**config.mk**
```make
export PLATFORM = sky130hd
export DESIGN_NAME = kes_ctrl
export DESIGN_NICKNAME = d
export VERILOG_FILES = /design/src/rtl/core/kes_pkg.sv /design/src/rtl/core/kes_ctrl.sv
export SDC_FILE = /design/constraint.sdc
export NUM_CORES = 1
export LEC_CHECK = 0
export BUFFER_PORTS_ARGS = -buffer_cell sky130_fd_sc_hd__buf_2
export CORE_MARGIN = 2
export CORE_UTILIZATION = 49
export DETAILED_ROUTE_END_ITERATION = 10
export GPL_TIMING_DRIVEN = 1
export PLACE_DENSITY_LB_ADDON = 0.25
export SETUP_SLACK_MARGIN = 0.1
export SYNTH_ARGS = -nofsm -noshare
export SYNTH_HDL_FRONTEND = slang
export SYNTH_SLANG_ARGS = --single-unit
```
**constraint.sdc**
```tcl
create_clock -name clk -period 7.8 [get_ports clk]
set_clock_uncertainty 0.1 [all_clocks]
set_input_delay 2.34 -clock clk [delete_from_list [all_inputs] [get_ports clk]]
set_output_delay 2.34 -clock clk [all_outputs]
set_load 0.02 [all_outputs]
```
**src/rtl/core/kes_pkg.sv**
```systemverilog
package kes_pkg;

    localparam int DEF_MAX_ENTRIES = 64;
    localparam int DEF_TAG_BITS    = 16;
    localparam int KEY_BITS        = 64;
    localparam int PAY_BITS        = 64;
    localparam int TAG_PORT_BITS   = 16;

    // Strobes from the controller to the datapath
    typedef struct packed {
        logic wr_in;      // write the incoming record
        logic wr_held;    // write the held record back
        logic load_held;  // take the read data into the held record
        logic cmp_en;     // compare held against read data, exchange if greater
        logic load_out;   // take the read data into the output register
    } kes_cmd_t;

    // Numeric a > b on binary64 patterns; NaN compares false, -0 equals +0
    function automatic logic fp_gt(input logic [KEY_BITS-1:0] a, input logic [KEY_BITS-1:0] b);
        logic a_nan;
        logic b_nan;
        logic both_zero;
        logic res;
        a_nan     = (a[62:52] == 11'h7FF) && (a[51:0] != 52'd0);
        b_nan     = (b[62:52] == 11'h7FF) && (b[51:0] != 52'd0);
        both_zero = (a[62:0] == 63'd0) && (b[62:0] == 63'd0);
        if (a_nan || b_nan || both_zero)
        begin
            res = 1'b0;
        end
        else if (a[63] != b[63])
        begin
            res = b[63];
        end
        else if (a[63] == 1'b0)
        begin
            res = a[62:0] > b[62:0];
        end
        else
        begin
            res = a[62:0] < b[62:0];
        end
        return res;
    endfunction

endpackage

```
**src/rtl/core/kes_ctrl.sv**
```systemverilog
module kes_ctrl
    import kes_pkg::*;
#(
    parameter int MAX_ENTRIES = DEF_MAX_ENTRIES,
    localparam int AW         = $clog2(MAX_ENTRIES),
    localparam int CW         = $clog2(MAX_ENTRIES + 1)
)
(
    input  logic          clk,
    input  logic          rst_n,
    input  logic          in_valid,
    output logic          in_ready,
    input  logic          set_end,
    output logic          out_valid,
    input  logic          out_ready,
    output logic          out_final,
    output logic          dropped_flag,
    output kes_cmd_t      cmd,
    output logic [AW-1:0] rd_addr,
    output logic [AW-1:0] wr_addr
);

    typedef enum logic [2:0] {
        S_LOAD,
        S_IRD,
        S_HOLD,
        S_CMP,
        S_WRI,
        S_ERD,
        S_ELD
    } state_t;

    localparam logic [CW-1:0] FULL = CW'(MAX_ENTRIES);

    state_t        state_reg;
    logic [CW-1:0] fill_reg;
    logic [CW-1:0] n_reg;
    logic [CW-1:0] i_reg;
    logic [CW-1:0] j_reg;
    logic [CW-1:0] k_reg;
    logic          ovf_reg;
    logic          set_ovf_reg;
    logic          out_valid_reg;
    logic          out_final_reg;
    logic          dropped_reg;

    logic          in_acc;
    logic          full;
    logic          out_free;
    logic [CW-1:0] n_last;

    assign in_acc   = in_valid && (state_reg == S_LOAD);
    assign full     = (fill_reg == FULL);
    assign out_free = !out_valid_reg || out_ready;
    assign n_last   = n_reg - CW'(1);

    always_comb
    begin
        cmd     = '0;
        rd_addr = i_reg[AW-1:0];
        wr_addr = fill_reg[AW-1:0];
        unique case (state_reg)
            S_LOAD:
            begin
                cmd.wr_in = in_acc && !full;
            end
            S_IRD:
            begin
                rd_addr = i_reg[AW-1:0];
            end
            S_HOLD:
            begin
                cmd.load_held = 1'b1;
                rd_addr       = j_reg[AW-1:0];
            end
            S_CMP:
            begin
                cmd.cmp_en = 1'b1;
                wr_addr    = j_reg[AW-1:0];
                rd_addr    = AW'(j_reg + CW'(1));
            end
            S_WRI:
            begin
                cmd.wr_held = 1'b1;
                wr_addr     = i_reg[AW-1:0];
            end
            S_ERD:
            begin
                rd_addr = k_reg[AW-1:0];
            end
            S_ELD:
            begin
                // keep reading the same record while the output is blocked
                rd_addr      = k_reg[AW-1:0];
                cmd.load_out = out_free;
            end
            default:
            begin
                cmd = '0;
            end
        endcase
    end

    always_ff @(posedge clk or negedge rst_n)
    begin
        if (!rst_n)
        begin
            state_reg     <= S_LOAD;
            fill_reg      <= '0;
            n_reg         <= '0;
            i_reg         <= '0;
            j_reg         <= '0;
            k_reg         <= '0;
            ovf_reg       <= 1'b0;
            set_ovf_reg   <= 1'b0;
            out_valid_reg <= 1'b0;
            out_final_reg <= 1'b0;
            dropped_reg   <= 1'b0;
        end
        else
        begin
            if (out_valid_reg && out_ready && !((state_reg == S_ELD) && out_free))
            begin
                out_valid_reg <= 1'b0;
            end
            unique case (state_reg)
                S_LOAD:
                begin
                    if (in_acc)
                    begin
                        if (set_end)
                        begin
                            n_reg       <= full ? fill_reg : fill_reg + CW'(1);
                            set_ovf_reg <= ovf_reg || full;
                            fill_reg    <= '0;
                            ovf_reg     <= 1'b0;
                            i_reg       <= '0;
                            state_reg   <= S_IRD;
                        end
                        else if (full)
                        begin
                            ovf_reg <= 1'b1;
                        end
                        else
                        begin
                            fill_reg <= fill_reg + CW'(1);
                        end
                    end
                end
                S_IRD:
                begin
                    if (i_reg >= n_last)
                    begin
                        k_reg     <= '0;
                        state_reg <= S_ERD;
                    end
                    else
                    begin
                        j_reg     <= i_reg + CW'(1);
                        state_reg <= S_HOLD;
                    end
                end
                S_HOLD:
                begin
                    state_reg <= S_CMP;
                end
                S_CMP:
                begin
                    if (j_reg == n_last)
                    begin
                        state_reg <= S_WRI;
                    end
                    else
                    begin
                        j_reg <= j_reg + CW'(1);
                    end
                end
                S_WRI:
                begin
                    i_reg     <= i_reg + CW'(1);
                    state_reg <= S_IRD;
                end
                S_ERD:
                begin
                    state_reg <= S_ELD;
                end
                S_ELD:
                begin
                    if (out_free)
                    begin
                        out_valid_reg <= 1'b1;
                        out_final_reg <= (k_reg == n_last);
                        dropped_reg   <= set_ovf_reg;
                        if (k_reg == n_last)
                        begin
                            state_reg <= S_LOAD;
                        end
                        else
                        begin
                            k_reg     <= k_reg + CW'(1);
                            state_reg <= S_ERD;
                        end
                    end
                end
                default:
                begin
                    state_reg <= S_LOAD;
                end
            endcase
        end
    end

    assign in_ready     = (state_reg == S_LOAD);
    assign out_valid    = out_valid_reg;
    assign out_final    = out_final_reg;
    assign dropped_flag = dropped_reg;

endmodule

```
==> results.sh, run 1 <==
export IMPL_status="finished, final reports clean"
export IMPL_postCtsSetupBuffers=0
export IMPL_post_dp_hpwl_um=6280
export IMPL_nFillCells=667
export IMPL_syn2layout_area_growth_pct=4.80
export IMPL_synth_distinct_cells=58
export IMPL_clkTransAtPathRegs_ns=0.08
export IMPL_synth_area_mm2=0.00352
export IMPL_coreArea_mm2=0.00687
export IMPL_cpMaxStageDelayCell="buf_2"
export IMPL_critPathLaunchType="primary input"
export IMPL_ys_seq_area_frac=0.306
export IMPL_port_buffer_count=25
export IMPL_r2r_cells=12
export IMPL_drv_cap=0
export IMPL_wl_per_cell_um=16.1
export IMPL_pin_count=26
export IMPL_rsz0062_at_grt="false"
export IMPL_numCtsBuffers=5
export IMPL_drc=0
export IMPL_min_to="out_final$_DFFE_PN0P_"
export IMPL_die_x_um=88.8
export IMPL_cts_resized=0
export IMPL_drive_above_1_share=0.100
export IMPL_period_needed_ns=5.54
export IMPL_hold_violations=0
export IMPL_p_total_mw=1.56
export IMPL_timing_fmax_ghz=0.181
export IMPL_syn_nets=472
export IMPL_crit_arrival_ns=3.10
export IMPL_clk_latency_ns=0.29
export IMPL_synth_avg_cell_area_um2=7.76
export IMPL_period_share=0.710
export IMPL_peakVddDrop_mv=0.219
export IMPL_power_density_mw_per_mm2=422
export IMPL_ctsRootBufferMaster="clkbuf_8"
export IMPL_synth_top_area_cell="dfrtp_1"
export IMPL_grt_max_degree=44
export IMPL_num_rows=30
export IMPL_hold_path_startpoint="out_final$_DFFE_PN0P_"
export IMPL_yosysTopAreaCellShare=0.306
export IMPL_crit_buf_inv=3
export IMPL_die_area_mm2=0.00788
export IMPL_whs_path_depth=2
export IMPL_post_drt_via_cell_ratio=5.91
export IMPL_diodes=0
export IMPL_cts_hold_buffers=0
export IMPL_gr_usage_all_layers=0.241
export IMPL_synth_seq_cells=43
export IMPL_rrSetupSlack_ns=3.94
export IMPL_cts_buffer_depth=2
export IMPL_synthTopCellsByCount="nand2_1, nor2_1, dfrtp_1, a21oi_1, o21ai_0"
export IMPL_synth_most_common_cell="nand2_1"
export IMPL_hp_class="flop to flop"
export IMPL_routabilityCongestion=0.840
export IMPL_timing_rr_start="n_reg[0]$_DFFE_PN0P_"
export IMPL_firstDrtPassIters=5
export IMPL_synthTopCellsByArea="dfrtp_1, nand2_1, nor2_1, a21oi_1, ha_1"
export IMPL_worstMarginPinSlew_ns=1.28
export IMPL_vias=3220
export IMPL_critPathTopFamily="buffers and inverters"
export IMPL_ys_warn_count=0
export IMPL_synth_edf_count=0
export IMPL_drtIter0Drc=247
export IMPL_ant_nets=0
export IMPL_setup_violations=0
export IMPL_htreeDepth=2
export IMPL_synthArstFlopShare=1.00
export IMPL_clock_sinks=43
export IMPL_maxSlewHeadroom=0.140
export IMPL_path_max_fanout=6
export IMPL_grt_pass1_vias=2876
export IMPL_die_h_um=88.8
export IMPL_critical_path_class="primary input to output pin"
export IMPL_place_inst=537
export IMPL_p_leak_nw=1.62
export IMPL_grt_overflow_total=0
export IMPL_cts_tree="yes"
export IMPL_finish_net_count=466
export IMPL_worstSetupEndpointType="output pin"
export IMPL_start_util=0.513
export IMPL_syn_inst=454
export IMPL_finalMaxSlewViolations=0
export IMPL_critPathLaunch="out_ready"
export IMPL_antenna_found_initial=0
export IMPL_setup_tns_final_ns=0
export IMPL_cp_required_ns=5.36
export IMPL_cp_cell_sequence="buf_2 > nand2b_1 > nand2_1 > inv_1 > buf_2"
export IMPL_crit_path_frequent_cell="buf_2"
export IMPL_grt_pass1_wl_um=14800
export IMPL_synth_ff_type="dfrtp_1"
export IMPL_reg2reg_to="j_reg[3]$_DFFE_PN0P_"
export IMPL_slowest_delay_ns=0.19
export IMPL_stdcell_count=545
export IMPL_drt_wl_total_um=8760
-- metrics by stage --
| stage | utilization | worst slack, ns | hold WS [ns] | cell area [um2] |
|---|---|---|---|---|
| 2_1_floorplan | - | 2.55 | 0.339 | 3520 |
| 3_3_place_gp | 0.526 | 2.29 | 0.377 | 3610 |
| 3_5_place_dp | 0.526 | 2.26 | 0.376 | 3610 |
| 4_1_cts | 0.537 | 2.26 | 0.396 | 3690 |
| 5_1_grt | 0.537 | 2.20 | 0.433 | 3690 |
| 6_report | 0.537 | 2.26 | 0.395 | 3690 |
-- logic make-up (layout without fill, tap and decap cells) --
| logic type | after synthesis | after routing | synth area share |
|---|---|---|---|
| flops | 43 | 43 | 0.306 |
| compound gates | 114 | 114 | 0.208 |
| simple gates | 193 | 193 | 0.269 |
| fa+ha+maj | 13 | 13 | 0.0462 |
| buf+inv | 54 | 49 | 0.0647 |
| mux | 7 | 7 | 0.0199 |
| xor+xnor | 30 | 30 | 0.0867 |
-- cells in the final DEF, fill, tap and decap left out, drive strengths merged, types with 8 or more instances in the layout --
| master | synthesis | final |
|---|---|---|
| nor2 | 50 | 50 |
| ha | 13 | 13 |
| dfrtp | 43 | 43 |
| and3 | 11 | 11 |
| nand3 | 12 | 12 |
| nand2b | 8 | 8 |
| nor3 | 15 | 15 |
| inv | 15 | 15 |
| buf | 13 | 26 |
| nand2 | 58 | 58 |
| xor2 | 14 | 14 |
| xnor2 | 13 | 13 |
| o21ai | 28 | 28 |
| a21oi | 34 | 34 |
-- how the worst max path moves through the flow --
stage | slack, ns | endpoint | cells after the start
after floorplan | 2.55 | cmd[4] | 2
after global placement | 2.29 | cmd[0] | 5
after detailed placement | 2.26 | cmd[0] | 5
after CTS | 2.26 | cmd[0] | 5
after global routing | 2.20 | cmd[0] | 5
final | 2.26 | cmd[0] | 5
-- power breakdown --
part	switching, mW	internal [mW]
clock network	0.0775	0.0630
registers	0.211	0.297
logic	0.515	0.392
total	0.803	0.753
-- per-layer routing --
metal  routed length (um)  global-route usage
met1                 4220               0.355
met2                 4030               0.371
met3                  449              0.0373
met4                   66              0.0592
met5                    0                   0
-- area by class of cell --
cell class | instances | area (um2) | area share
flip-flops and latches | 43 | 1080 | 0.292
repair buffers | 26 | 133 | 0.0359
well taps | 96 | 120 | 0.0325
clock buffers | 7 | 76.3 | 0.0207
multi-input cells | 357 | 2220 | 0.603
clock inverters | 1 | 5.00 | 0.00136
inverters | 15 | 56.3 | 0.0153
-- tightest hold or removal path: stages, from the launching register on --
cell	delay (ns)
dfrtp_1	0.36
nand2_1	0.05
nand2_1	0.06
No activity file was read; power rests on OpenSTA's default activity.
==> inputs of run 2 (changes only) <==
- clock period: 7.8 -> 4.6 ns (I/O delays scaled with it)
==> run 2 against run 1 <==
Flip-flop and latch count did not move. Clock power grew 93%. Critical endpoint is now wr_addr[4]. Count of clock-buffer cells in the layout grew 1. Worst setup slack worse by 1.6 ns.
==> results.sh, run 2 (same netlist as run 1, synthesis figures left out) <==
export IMPL_gr_usage_all_layers=0.239
export IMPL_diodes=0
export IMPL_layout_commonest_cell="nand2_1"
export IMPL_post_dp_hpwl_um=6430
export IMPL_routabilityCongestion=0.846
export IMPL_stdcell_count=552
export IMPL_ant_nets=0
export IMPL_firstDrtPassIters=4
export IMPL_worst_slack_ns=0.662
export IMPL_timing_fmax_ghz=0.254
export IMPL_drt_wl_total_um=8830
export IMPL_period_needed_ns=3.94
export IMPL_cpMaxStageDelayCell="dfrtp_1"
export IMPL_cts_hold_buffers=0
export IMPL_busiest_layer="met2"
export IMPL_slowest_delay_ns=0.77
export IMPL_ctsRootBufferMaster="clkbuf_8"
export IMPL_grt_overflow_total=0
export IMPL_clkTransAtPathRegs_ns=0.08
export IMPL_path_max_fanout=22
export IMPL_die_h_um=88.8
export IMPL_peakVddDrop_mv=0.358
export IMPL_coreArea_mm2=0.00687
export IMPL_post_drt_via_cell_ratio=5.91
export IMPL_grt_pass1_vias=2990
export IMPL_port_buffer_count=25
export IMPL_postCtsSetupBuffers=0
export IMPL_internal_power_mw=1.34
export IMPL_crit_buf_inv=2
export IMPL_critPathLaunchType="flop"
export IMPL_setup_violations=0
export IMPL_htreeDepth=2
export IMPL_rsz0062_at_grt="false"
export IMPL_post_place_ws_ns=0.975
export IMPL_drive_above_1_share=0.116
export IMPL_status="finished, final reports clean"
export IMPL_die_x_um=88.8
export IMPL_period_share=0.856
export IMPL_numCtsBuffers=5
export IMPL_vias=3263
export IMPL_start_util=0.513
export IMPL_antenna_found_initial=0
export IMPL_maxSlewHeadroom=0.337
export IMPL_mostFrequentLayoutCells="nand2_1, nor2_1, dfrtp_1"
export IMPL_grt_max_degree=44
export IMPL_seqPwrFrac=0.306
export IMPL_grt_use_met1=0.343
export IMPL_pwr_share_comb=0.594
export IMPL_worstMarginPinSlew_ns=0.994
export IMPL_drtIter0Drc=245
export IMPL_syn2layout_area_growth_pct=6.82
export IMPL_critical_path_class="flop to output pin"
export IMPL_crit_arrival_ns=2.46
export IMPL_cp_required_ns=3.12
export IMPL_pin_count=26
export IMPL_die_area_mm2=0.00788
export IMPL_switching_power_mw=1.37
export IMPL_p_leak_nw=1.67
export IMPL_cts_tree="yes"
export IMPL_cts_buffer_depth=2
export IMPL_hold_violations=0
export IMPL_cts_resized=0
export IMPL_finish_net_count=473
export IMPL_finalMaxSlewViolations=0
export IMPL_power_density_mw_per_mm2=720
export IMPL_drc=0
export IMPL_wl_per_cell_um=16.0
export IMPL_cp_cell_sequence="nand2b_1 > or2_2 > inv_2 > nor2_1 > a221o_1 > buf_2"
export IMPL_drv_cap=0
export IMPL_worstSetupEndpointType="output pin"
export IMPL_critPathTopFamily="flip-flops"
export IMPL_num_rows=30
export IMPL_clk_latency_ns=0.29
export IMPL_nFillCells=676
export IMPL_p_clk_frac=0.100
export IMPL_setup_tns_final_ns=0
export IMPL_place_inst=544
export IMPL_hp_class="flop to flop"
export IMPL_switching_share=0.507
export IMPL_grtUsageMet3=0.0308
export IMPL_grt_pass1_wl_um=14700
export IMPL_grt_use_met2=0.386
export IMPL_clock_sinks=43
==> run 2: final cells by class <==
class / count / area [um2] / area share
multi-input combinational: 357 / 2220 / 0.591
sequential: 43 / 1080 / 0.286
timing repair buffer: 33 / 185 / 0.0492
tap: 96 / 120 / 0.0319
clock buffer: 8 / 100 / 0.0266
inverter: 15 / 56.3 / 0.0150
==> run 2: metal layers <==
| layer | vias to the layer above | wire (um) |
|---|---|---|
| li1 | 1606 | - |
| met1 | 1565 | 4200 |
| met2 | 80 | 4120 |
| met3 | 12 | 371 |
| met4 | 0 | 132 |
| met5 | - | 0 |
==> run 2: final timing paths <==
kind | from | end | slack [ns] | cells past startpoint
max | state_reg[1]$_DFFE_PN0P_ | wr_addr[4] | 0.66 | 6
min | out_final$_DFFE_PN0P_ | out_final$_DFFE_PN0P_ | 0.38 | 2
max reg2reg | n_reg[0]$_DFFE_PN0P_ | k_reg[0]$_DFFE_PN0P_ | 1.27 | 12
min reg2reg | out_final$_DFFE_PN0P_ | out_final$_DFFE_PN0P_ | 0.38 | 2
max in group asynchronous | rst_n | j_reg[1]$_DFFE_PN0P_ | 2.64 | 1
min in group asynchronous | rst_n | n_reg[6]$_DFFE_PN0P_ | 1.15 | 1
==> run 2: stage by stage <==
stage	hold WS (ns)	utilization	total power, mW	cell area [um2]
final	0.383	0.548	2.71	3760
after global routing	0.431	0.548	2.96	3760
after CTS	0.395	0.548	2.71	3760
after detailed placement	0.375	0.533	2.43	3660
after global placement	0.379	0.533	2.39	3660
after floorplan	0.339	-	2.06	3520
==> run 2: tightest hold or removal path: cells and delay by family (launching register included) <==
family | cells | cell delay [ns]
DFF | 1 | 0.35
and+or+nand+nor | 2 | 0.10
==> run 2: power by group through the flow <==
stage / Sequential [mW] / Combinational (mW) / Clock [mW]
final: 0.828 / 1.61 / 0.272
after floorplan: 0.608 / 1.46 / 0
after global placement: 0.824 / 1.57 / 0
after detailed placement: 0.829 / 1.60 / 0
after CTS: 0.821 / 1.61 / 0.279
after global routing: 0.858 / 1.81 / 0.296
